<file path="src/sv/assert_macros.svh">
// ---------------------------------------------------------------------------
// assert_macros.svh
// Assertion shorthands, clocked on clk and disabled while rst is high.
// ---------------------------------------------------------------------------
`ifndef ASSERT_MACROS_SVH
`define ASSERT_MACROS_SVH

// Same-cycle implication.
`define PPS_ASSERT_NOW(label, ante, cons, msg) \
  label: assert property (@(posedge clk) disable iff (rst) (ante) |-> (cons)) \
    else $error(msg);

// Next-cycle implication.
`define PPS_ASSERT_NEXT(label, ante, cons, msg) \
  label: assert property (@(posedge clk) disable iff (rst) (ante) |=> (cons)) \
    else $error(msg);

`endif

</file>
<file path="src/sv/pps_pkg.sv">
// ---------------------------------------------------------------------------
// pps_pkg
// Types and constants shared by the priority scheduler and its slot cells.
// ---------------------------------------------------------------------------
package pps_pkg;

  localparam int JOB_SLOTS_DEF = 16;
  localparam int TIME_W        = 16;

  typedef enum logic {
    CMD_ADD  = 1'b0,
    CMD_TICK = 1'b1
  } cmd_t;

  typedef enum logic [1:0] {
    ST_ACCEPT = 2'd0,
    ST_FULL   = 2'd1,
    ST_RAN    = 2'd2,
    ST_IDLE   = 2'd3
  } status_t;

  typedef struct packed {
    cmd_t              cmd;
    logic [7:0]        job_ident;
    logic [TIME_W-1:0] arrival;
    logic [TIME_W-1:0] burst;
    logic [7:0]        urgency;
  } req_t;

  typedef struct packed {
    status_t           status;
    logic [7:0]        ran_ident;
    logic [TIME_W-1:0] wait_time;
    logic [TIME_W-1:0] burst_before;
    logic [TIME_W-1:0] burst_after;
    logic [TIME_W-1:0] turnaround;
  } rsp_t;

  // Best candidate and first free slot seen so far along the chain.
  typedef struct packed {
    logic              sel_found;
    logic [7:0]        urgency;
    logic [TIME_W-1:0] arrival;
    logic [7:0]        ident;
    logic [TIME_W-1:0] remaining;
    logic              free_found;
  } cand_t;

  // Update broadcast to the cells at the end of an item.
  typedef struct packed {
    logic load;
    logic dec;
  } cell_cmd_t;

endpackage

</file>
<file path="src/sv/pps_cell.sv">
// ---------------------------------------------------------------------------
// pps_cell
// One job slot. Compares its job with the candidate from the previous cell
// and registers the winner toward the next cell every cycle.
// ---------------------------------------------------------------------------
module pps_cell import pps_pkg::*; #(
  parameter int IDX_W      = 4,
  parameter int CELL_INDEX = 0
) (
  input  logic              clk,
  input  logic              rst,
  input  cand_t             cand_in,
  input  logic [IDX_W-1:0]  sel_idx_in,
  input  logic [IDX_W-1:0]  free_idx_in,
  output cand_t             cand_out,
  output logic [IDX_W-1:0]  sel_idx_out,
  output logic [IDX_W-1:0]  free_idx_out,
  input  logic [TIME_W-1:0] now_time,
  input  cell_cmd_t         cmd,
  input  logic [IDX_W-1:0]  cmd_idx,
  input  req_t              job,
  output logic              busy
);

  logic [7:0]        ident;
  logic [TIME_W-1:0] arrival;
  logic [TIME_W-1:0] remaining;
  logic [7:0]        urgency;

  logic hit;
  logic eligible;
  logic take_sel;
  logic take_free;

  assign hit      = (cmd_idx == IDX_W'(CELL_INDEX));
  assign eligible = busy && (arrival <= now_time);
  // Ties keep the incoming candidate, which comes from a lower slot.
  assign take_sel = eligible && (!cand_in.sel_found || (urgency < cand_in.urgency) ||
                    ((urgency == cand_in.urgency) && (arrival < cand_in.arrival)));
  assign take_free = !cand_in.free_found && !busy;

  always_ff @(posedge clk) begin
    if (rst) begin
      busy <= 1'b0;
    end else if (hit && cmd.load) begin
      busy <= 1'b1;
    end else if (hit && cmd.dec && (remaining == TIME_W'(1))) begin
      busy <= 1'b0;
    end

    if (hit && cmd.load) begin
      ident     <= job.job_ident;
      arrival   <= job.arrival;
      remaining <= job.burst;
      urgency   <= job.urgency;
    end else if (hit && cmd.dec) begin
      remaining <= remaining - TIME_W'(1);
    end
  end

  // Hand the running winner to the next cell.
  always_ff @(posedge clk) begin
    cand_out.free_found <= cand_in.free_found || take_free;
    free_idx_out        <= take_free ? IDX_W'(CELL_INDEX) : free_idx_in;
    if (take_sel) begin
      cand_out.sel_found <= 1'b1;
      cand_out.urgency   <= urgency;
      cand_out.arrival   <= arrival;
      cand_out.ident     <= ident;
      cand_out.remaining <= remaining;
      sel_idx_out        <= IDX_W'(CELL_INDEX);
    end else begin
      cand_out.sel_found <= cand_in.sel_found;
      cand_out.urgency   <= cand_in.urgency;
      cand_out.arrival   <= cand_in.arrival;
      cand_out.ident     <= cand_in.ident;
      cand_out.remaining <= cand_in.remaining;
      sel_idx_out        <= sel_idx_in;
    end
  end

endmodule

</file>
<file path="src/sv/preemptive_priority_scheduler.sv">
// Preemptive priority scheduler. Jobs sit in a row of JOB_SLOTS slot cells;
// an add stores a job in the lowest free slot (or reports the table full),
// a tick runs the most urgent released job for one time unit and advances
// time, saturating at the field maximum. An add with a zero burst is accepted
// but not stored. The search candidate walks the cell chain one slot per cycle,
// then the done state commits the update and loads the result register. A
// stalled result register holds the commit until it drains; new items are
// taken only while no item is in flight.
// ---------------------------------------------------------------------------
// preemptive_priority_scheduler
// Top level: item sequencer, time counter, result register and slot chain.
// ---------------------------------------------------------------------------
module preemptive_priority_scheduler import pps_pkg::*; #(
  parameter int JOB_SLOTS = JOB_SLOTS_DEF
) (
  input  logic clk,
  input  logic rst,
  input  logic req_valid,
  output logic req_stall,
  input  req_t req,
  output logic rsp_valid,
  input  logic rsp_stall,
  output rsp_t rsp
);

  `include "assert_macros.svh"

  localparam int IDX_W = (JOB_SLOTS > 1) ? $clog2(JOB_SLOTS) : 1;

  typedef enum logic [1:0] {
    S_IDLE,
    S_SCAN,
    S_DONE
  } state_t;

  state_t            state;
  logic [IDX_W-1:0]  cnt;
  req_t              item;
  logic [TIME_W-1:0] now_time;

  cand_t            cand     [0:JOB_SLOTS];
  logic [IDX_W-1:0] sel_idx  [0:JOB_SLOTS];
  logic [IDX_W-1:0] free_idx [0:JOB_SLOTS];
  logic [JOB_SLOTS-1:0] slot_busy;

  cell_cmd_t         cell_cmd;
  logic [IDX_W-1:0]  cmd_idx;
  logic              commit;
  logic [TIME_W-1:0] now_inc;
  rsp_t              rsp_next;
  cand_t             tail;

  assign cand[0]     = '0;
  assign sel_idx[0]  = '0;
  assign free_idx[0] = '0;

  for (genvar i = 0; i < JOB_SLOTS; i++) begin : g_cell
    pps_cell #(
      .IDX_W      (IDX_W),
      .CELL_INDEX (i)
    ) u_cell (
      .clk          (clk),
      .rst          (rst),
      .cand_in      (cand[i]),
      .sel_idx_in   (sel_idx[i]),
      .free_idx_in  (free_idx[i]),
      .cand_out     (cand[i+1]),
      .sel_idx_out  (sel_idx[i+1]),
      .free_idx_out (free_idx[i+1]),
      .now_time     (now_time),
      .cmd          (cell_cmd),
      .cmd_idx      (cmd_idx),
      .job          (item),
      .busy         (slot_busy[i])
    );
  end

  assign tail      = cand[JOB_SLOTS];
  assign req_stall = (state != S_IDLE);
  assign commit    = (state == S_DONE) && (!rsp_valid || !rsp_stall);
  assign now_inc   = (now_time == '1) ? now_time : now_time + TIME_W'(1);

  always_comb begin
    cell_cmd.load = commit && (item.cmd == CMD_ADD) && (item.burst != '0) &&
                    tail.free_found;
    cell_cmd.dec  = commit && (item.cmd == CMD_TICK) && tail.sel_found;
    cmd_idx       = cell_cmd.load ? free_idx[JOB_SLOTS] : sel_idx[JOB_SLOTS];
  end

  always_comb begin
    rsp_next = '0;
    case (item.cmd)
      CMD_ADD: begin
        rsp_next.status = ((item.burst == '0) || tail.free_found) ? ST_ACCEPT : ST_FULL;
      end
      CMD_TICK: begin
        if (tail.sel_found) begin
          rsp_next.status       = ST_RAN;
          rsp_next.ran_ident    = tail.ident;
          rsp_next.wait_time    = now_time - tail.arrival;
          rsp_next.burst_before = tail.remaining;
          rsp_next.burst_after  = tail.remaining - TIME_W'(1);
          rsp_next.turnaround   = now_inc - tail.arrival;
        end else begin
          rsp_next.status = ST_IDLE;
        end
      end
      default: rsp_next = '0;
    endcase
  end

  always_ff @(posedge clk) begin
    if (rst) begin
      state     <= S_IDLE;
      cnt       <= '0;
      now_time  <= '0;
      rsp_valid <= 1'b0;
    end else begin
      if (commit) begin
        rsp_valid <= 1'b1;
      end else if (rsp_valid && !rsp_stall) begin
        rsp_valid <= 1'b0;
      end
      case (state)
        S_IDLE: begin
          if (req_valid) begin
            item  <= req;
            cnt   <= '0;
            state <= S_SCAN;
          end
        end
        // Let the candidate walk the full chain with the table held still.
        S_SCAN: begin
          if (cnt == IDX_W'(JOB_SLOTS - 1)) begin
            state <= S_DONE;
          end else begin
            cnt <= cnt + IDX_W'(1);
          end
        end
        S_DONE: begin
          if (commit) begin
            rsp   <= rsp_next;
            state <= S_IDLE;
            if (item.cmd == CMD_TICK) begin
              now_time <= now_inc;
            end
          end
        end
        default: state <= S_IDLE;
      endcase
    end
  end

  `PPS_ASSERT_NEXT(a_time_monotonic, 1'b1, now_time >= $past(now_time), "time went backward")
  `PPS_ASSERT_NOW(a_scan_time_stable, state == S_SCAN, $stable(now_time), "time moved in scan")
  `PPS_ASSERT_NEXT(a_one_slot_per_item, 1'b1,
    $countones(slot_busy) <= $past($countones(slot_busy)) + 1, "more than one slot filled")
  `PPS_ASSERT_NOW(a_result_from_done, $rose(rsp_valid), $past(state) == S_DONE,
    "result raised outside commit")

endmodule

</file>
<file path="config.mk">
export PLATFORM = sky130hd
export DESIGN_NAME = preemptive_priority_scheduler
export DESIGN_NICKNAME = d
export VERILOG_FILES = /design/src/sv/pps_pkg.sv /design/src/sv/pps_cell.sv /design/src/sv/preemptive_priority_scheduler.sv
export VERILOG_INCLUDE_DIRS = /design/src /design/src/sv
export SDC_FILE = /design/constraint.sdc
export NUM_CORES = 2
export LEC_CHECK = 0
export ABC_AREA = 1
export ABC_CLOCK_PERIOD_IN_PS = 13450
export BUFFER_PORTS_ARGS = -buffer_cell sky130_fd_sc_hd__buf_2
export CELL_PAD_IN_SITES_DETAIL_PLACEMENT = 2
export CELL_PAD_IN_SITES_GLOBAL_PLACEMENT = 2
export CORE_ASPECT_RATIO = 0.7
export CORE_MARGIN = 2
export CORE_UTILIZATION = 43
export CTS_BUF_LIST = sky130_fd_sc_hd__clkbuf_4 sky130_fd_sc_hd__clkbuf_8 sky130_fd_sc_hd__clkbuf_16
export DETAILED_ROUTE_END_ITERATION = 6
export GPL_TIMING_DRIVEN = 0
export PLACE_DENSITY_LB_ADDON = 0.1
export RECOVER_POWER = 100
export SLEW_MARGIN = 5
export SYNTH_ARGS = -nofsm -noshare
export SYNTH_HDL_FRONTEND = slang
export SYNTH_HIERARCHICAL = 1
export SYNTH_SLANG_ARGS = --single-unit
export TNS_END_PERCENT = 20
</file>
<file path="constraint.sdc">
create_clock -name clk -period 13.45 [get_ports clk]
set_input_delay 1.345 -clock clk [delete_from_list [all_inputs] [get_ports clk]]
set_output_delay 1.345 -clock clk [all_outputs]
set_load 0.1 [all_outputs]
</file>
==> metrics.yaml <==
track_usage: 0.355
hold-path-cell-count: 1
finalNonFillerCells: 13100
fin_crit_sh: 0.706
post_cts_buffers: 0
dp_hpwl_um: 271000
timing.setup.tns_ns: 0
violations: "capacitance limit, slew limit"
globalplace.congestion: 0.891
synth_area_mm2: 0.0869
fin_worst_skew_ns: 0.0651
yosys_warnings: 6
die_w_um: 541
arrival_ns: 9.93
rr_startpoint: "item[14]"
layout-drive-gt1-share: 0.0713
seq_power_share: 0.481
design.die.area_mm2: 0.206
worstSetupPathType: "flop to flop"
hp-start: "g_cell[1].u_cell/free_idx_out[1]"
p_total_mw: 13.0
worstSetupStartpointType: "flop"
setup_viol: 0
synth.avg_cell_area_um2: 8.92
first_iter_violations: 7023
detail_route.wl_per_cell_um: 28.5
rsz0062_at_grt: "no"
clk_path_buf_depth: 4
cts_resized: 0
grt_pass1_vias: 80900
clockPowerShare: 0.451
initial_core_util: 0.434
dpl.cell_count: 12700
io_buffers: 128
cp_max_fo: 30
hold_path_class: "flop to flop"
maxSlewHeadroom: -1.17
status: "finished with violations"
clock_sinks: 1850
cts_root_buf: "clkbuf_16"
swShare: 0.252
grt_max_degree: 38
fin_nets: 11000
power_leakage_nw: 44.5
maxCapViolations: 23
drc: 0
switching_power_mw: 3.26
ant_nets: 0
core.rowCount: 137
syn_to_final_growth_pct: 13.5
die_y_um: 380
cp.required_ns: 13.88
fin_crit_ns: 9.50
powerDensity_mw_per_mm2: 131
via_per_inst: 5.73
io_pins: 129
power_frac_comb: 0.068
clock.fmax_mhz: 105
worst_slew_pin_slew_ns: 3.25
cts_tree: "built"
finalWirelength_um: 373000
insertion_delay_ns: 0.88
path_clk_slew_ns: 0.07
cts_buffers: 196
drtPass1Iterations: 6
grt_antenna_before_repair: 53
peakVddDrop_v: 0.0000956
vias: 74800
grt_pass1_wl_um: 545000
cp-end-kind: "flop"
grt_overflow: 0
core-area_mm2: 0.200
power.internal_mw: 9.69
htreeDepth: 4
ctsHoldBuffers: 0
r2r_cells: 16
finalHoldViolations: 0
critPathLaunch: "item[14]"
finalMaxSlewViolations: 506
synth_cells: 9739
[critical path, cell delays in order (launching register included)]
cell and delay [ns]:
edfxtp_1 0.65, clkbuf_1 0.89, clkbuf_1 0.95, nor2_1 0.12, nand4_1 0.14, or2_2 0.16, nand4_1 0.53, inv_1 0.66
nand2_1 0.11, nand2_1 0.62, clkbuf_1 1.22, nand2_1 0.15, inv_1 0.14, nand3_1 0.14, inv_1 0.17, clkbuf_1 0.60
clkbuf_1 1.58
[per-stage QoR]
step	utilization	area, um2	hold WS [ns]	worst slack [ns]
floorplan	-	87200	0.378	8.12
global placement	0.456	91100	0.392	3.94
detailed placement	0.468	93700	0.399	7.53
CTS	0.502	100000	0.400	7.96
global route	0.493	98600	0.436	4.01
finish	0.493	98600	0.404	3.95
[layout by cell type (no fill, tap or decap), drive strengths merged]
cell type	count
a211oi	2
a21boi	32
a21o	24
a21oi	369
a31oi	71
and2	2
buf	232
bufinv	14
clkbuf	582
clkinv	47
clkinvlp	3
conb	83
dfxtp	959
diode	15
edfxtp	891
fa	2
ha	689
inv	1268
nand2	2805
nand3	1016
nand3b	27
nand4	89
nor2	562
nor3	79
nor3b	6
nor4	5
o21a	18
o21ai	328
o21bai	3
o31ai	2
or2	65
xnor2	38
xor2	93
[area by class of cell]
type	count	area [um2]
Antenna cell	15	37.5
Buffer	299	1490
Clock buffer	284	6010
Clock inverter	70	754
Fill cell	21600	101000
Inverter	1262	4740
Multi-Input combinational cell	6410	34300
Sequential cell	1850	46000
Tap cell	2641	3300
Timing Repair Buffer	231	1970
[layer usage]
| metal | GRT usage | up-vias | share of wire |
|---|---|---|---|
| li1 | - | 32800 | - |
| met1 | 0.503 | 38400 | 0.44 |
| met2 | 0.551 | 2932 | 0.44 |
| met3 | 0.0627 | 696 | 0.087 |
| met4 | 0.108 | 28 | 0.033 |
| met5 | 0 | - | 0.00054 |
[worst paths after layout]
path | endpoint | slack (ns)
hold / removal | g_cell[2].u_cell/free_idx_out[1] | 0.40
setup / recovery | g_cell[5].u_cell/ident[7] | 3.95
setup reg to reg | g_cell[5].u_cell/ident[7] | 3.95
hold reg to reg | g_cell[2].u_cell/free_idx_out[1] | 0.40
[sequential cells by signal, indices dropped and copies added (netlist names), 49 cells and up]
register and count:
rsp 74, g_cell.u_cell/urgency 128, g_cell.u_cell/free_idx_out 64, item 49, g_cell.u_cell/ident 128, g_cell.u_cell/sel_idx_out 64, g_cell.u_cell/arrival 256, g_cell.u_cell/cand_out 792
g_cell.u_cell/remaining 256
[power by group through the flow]
| stage | Combinational (mW) | Clock [mW] | Sequential, mW |
|---|---|---|---|
| floorplan | 0.423 | 0 | 6.29 |
| global placement | 0.652 | 0 | 6.40 |
| detailed placement | 0.849 | 0 | 6.34 |
| CTS | 0.883 | 5.92 | 6.23 |
| global route | 0.943 | 6.13 | 6.24 |
| finish | 0.878 | 5.85 | 6.23 |
Note: power is estimated with default switching activity, not from simulation.
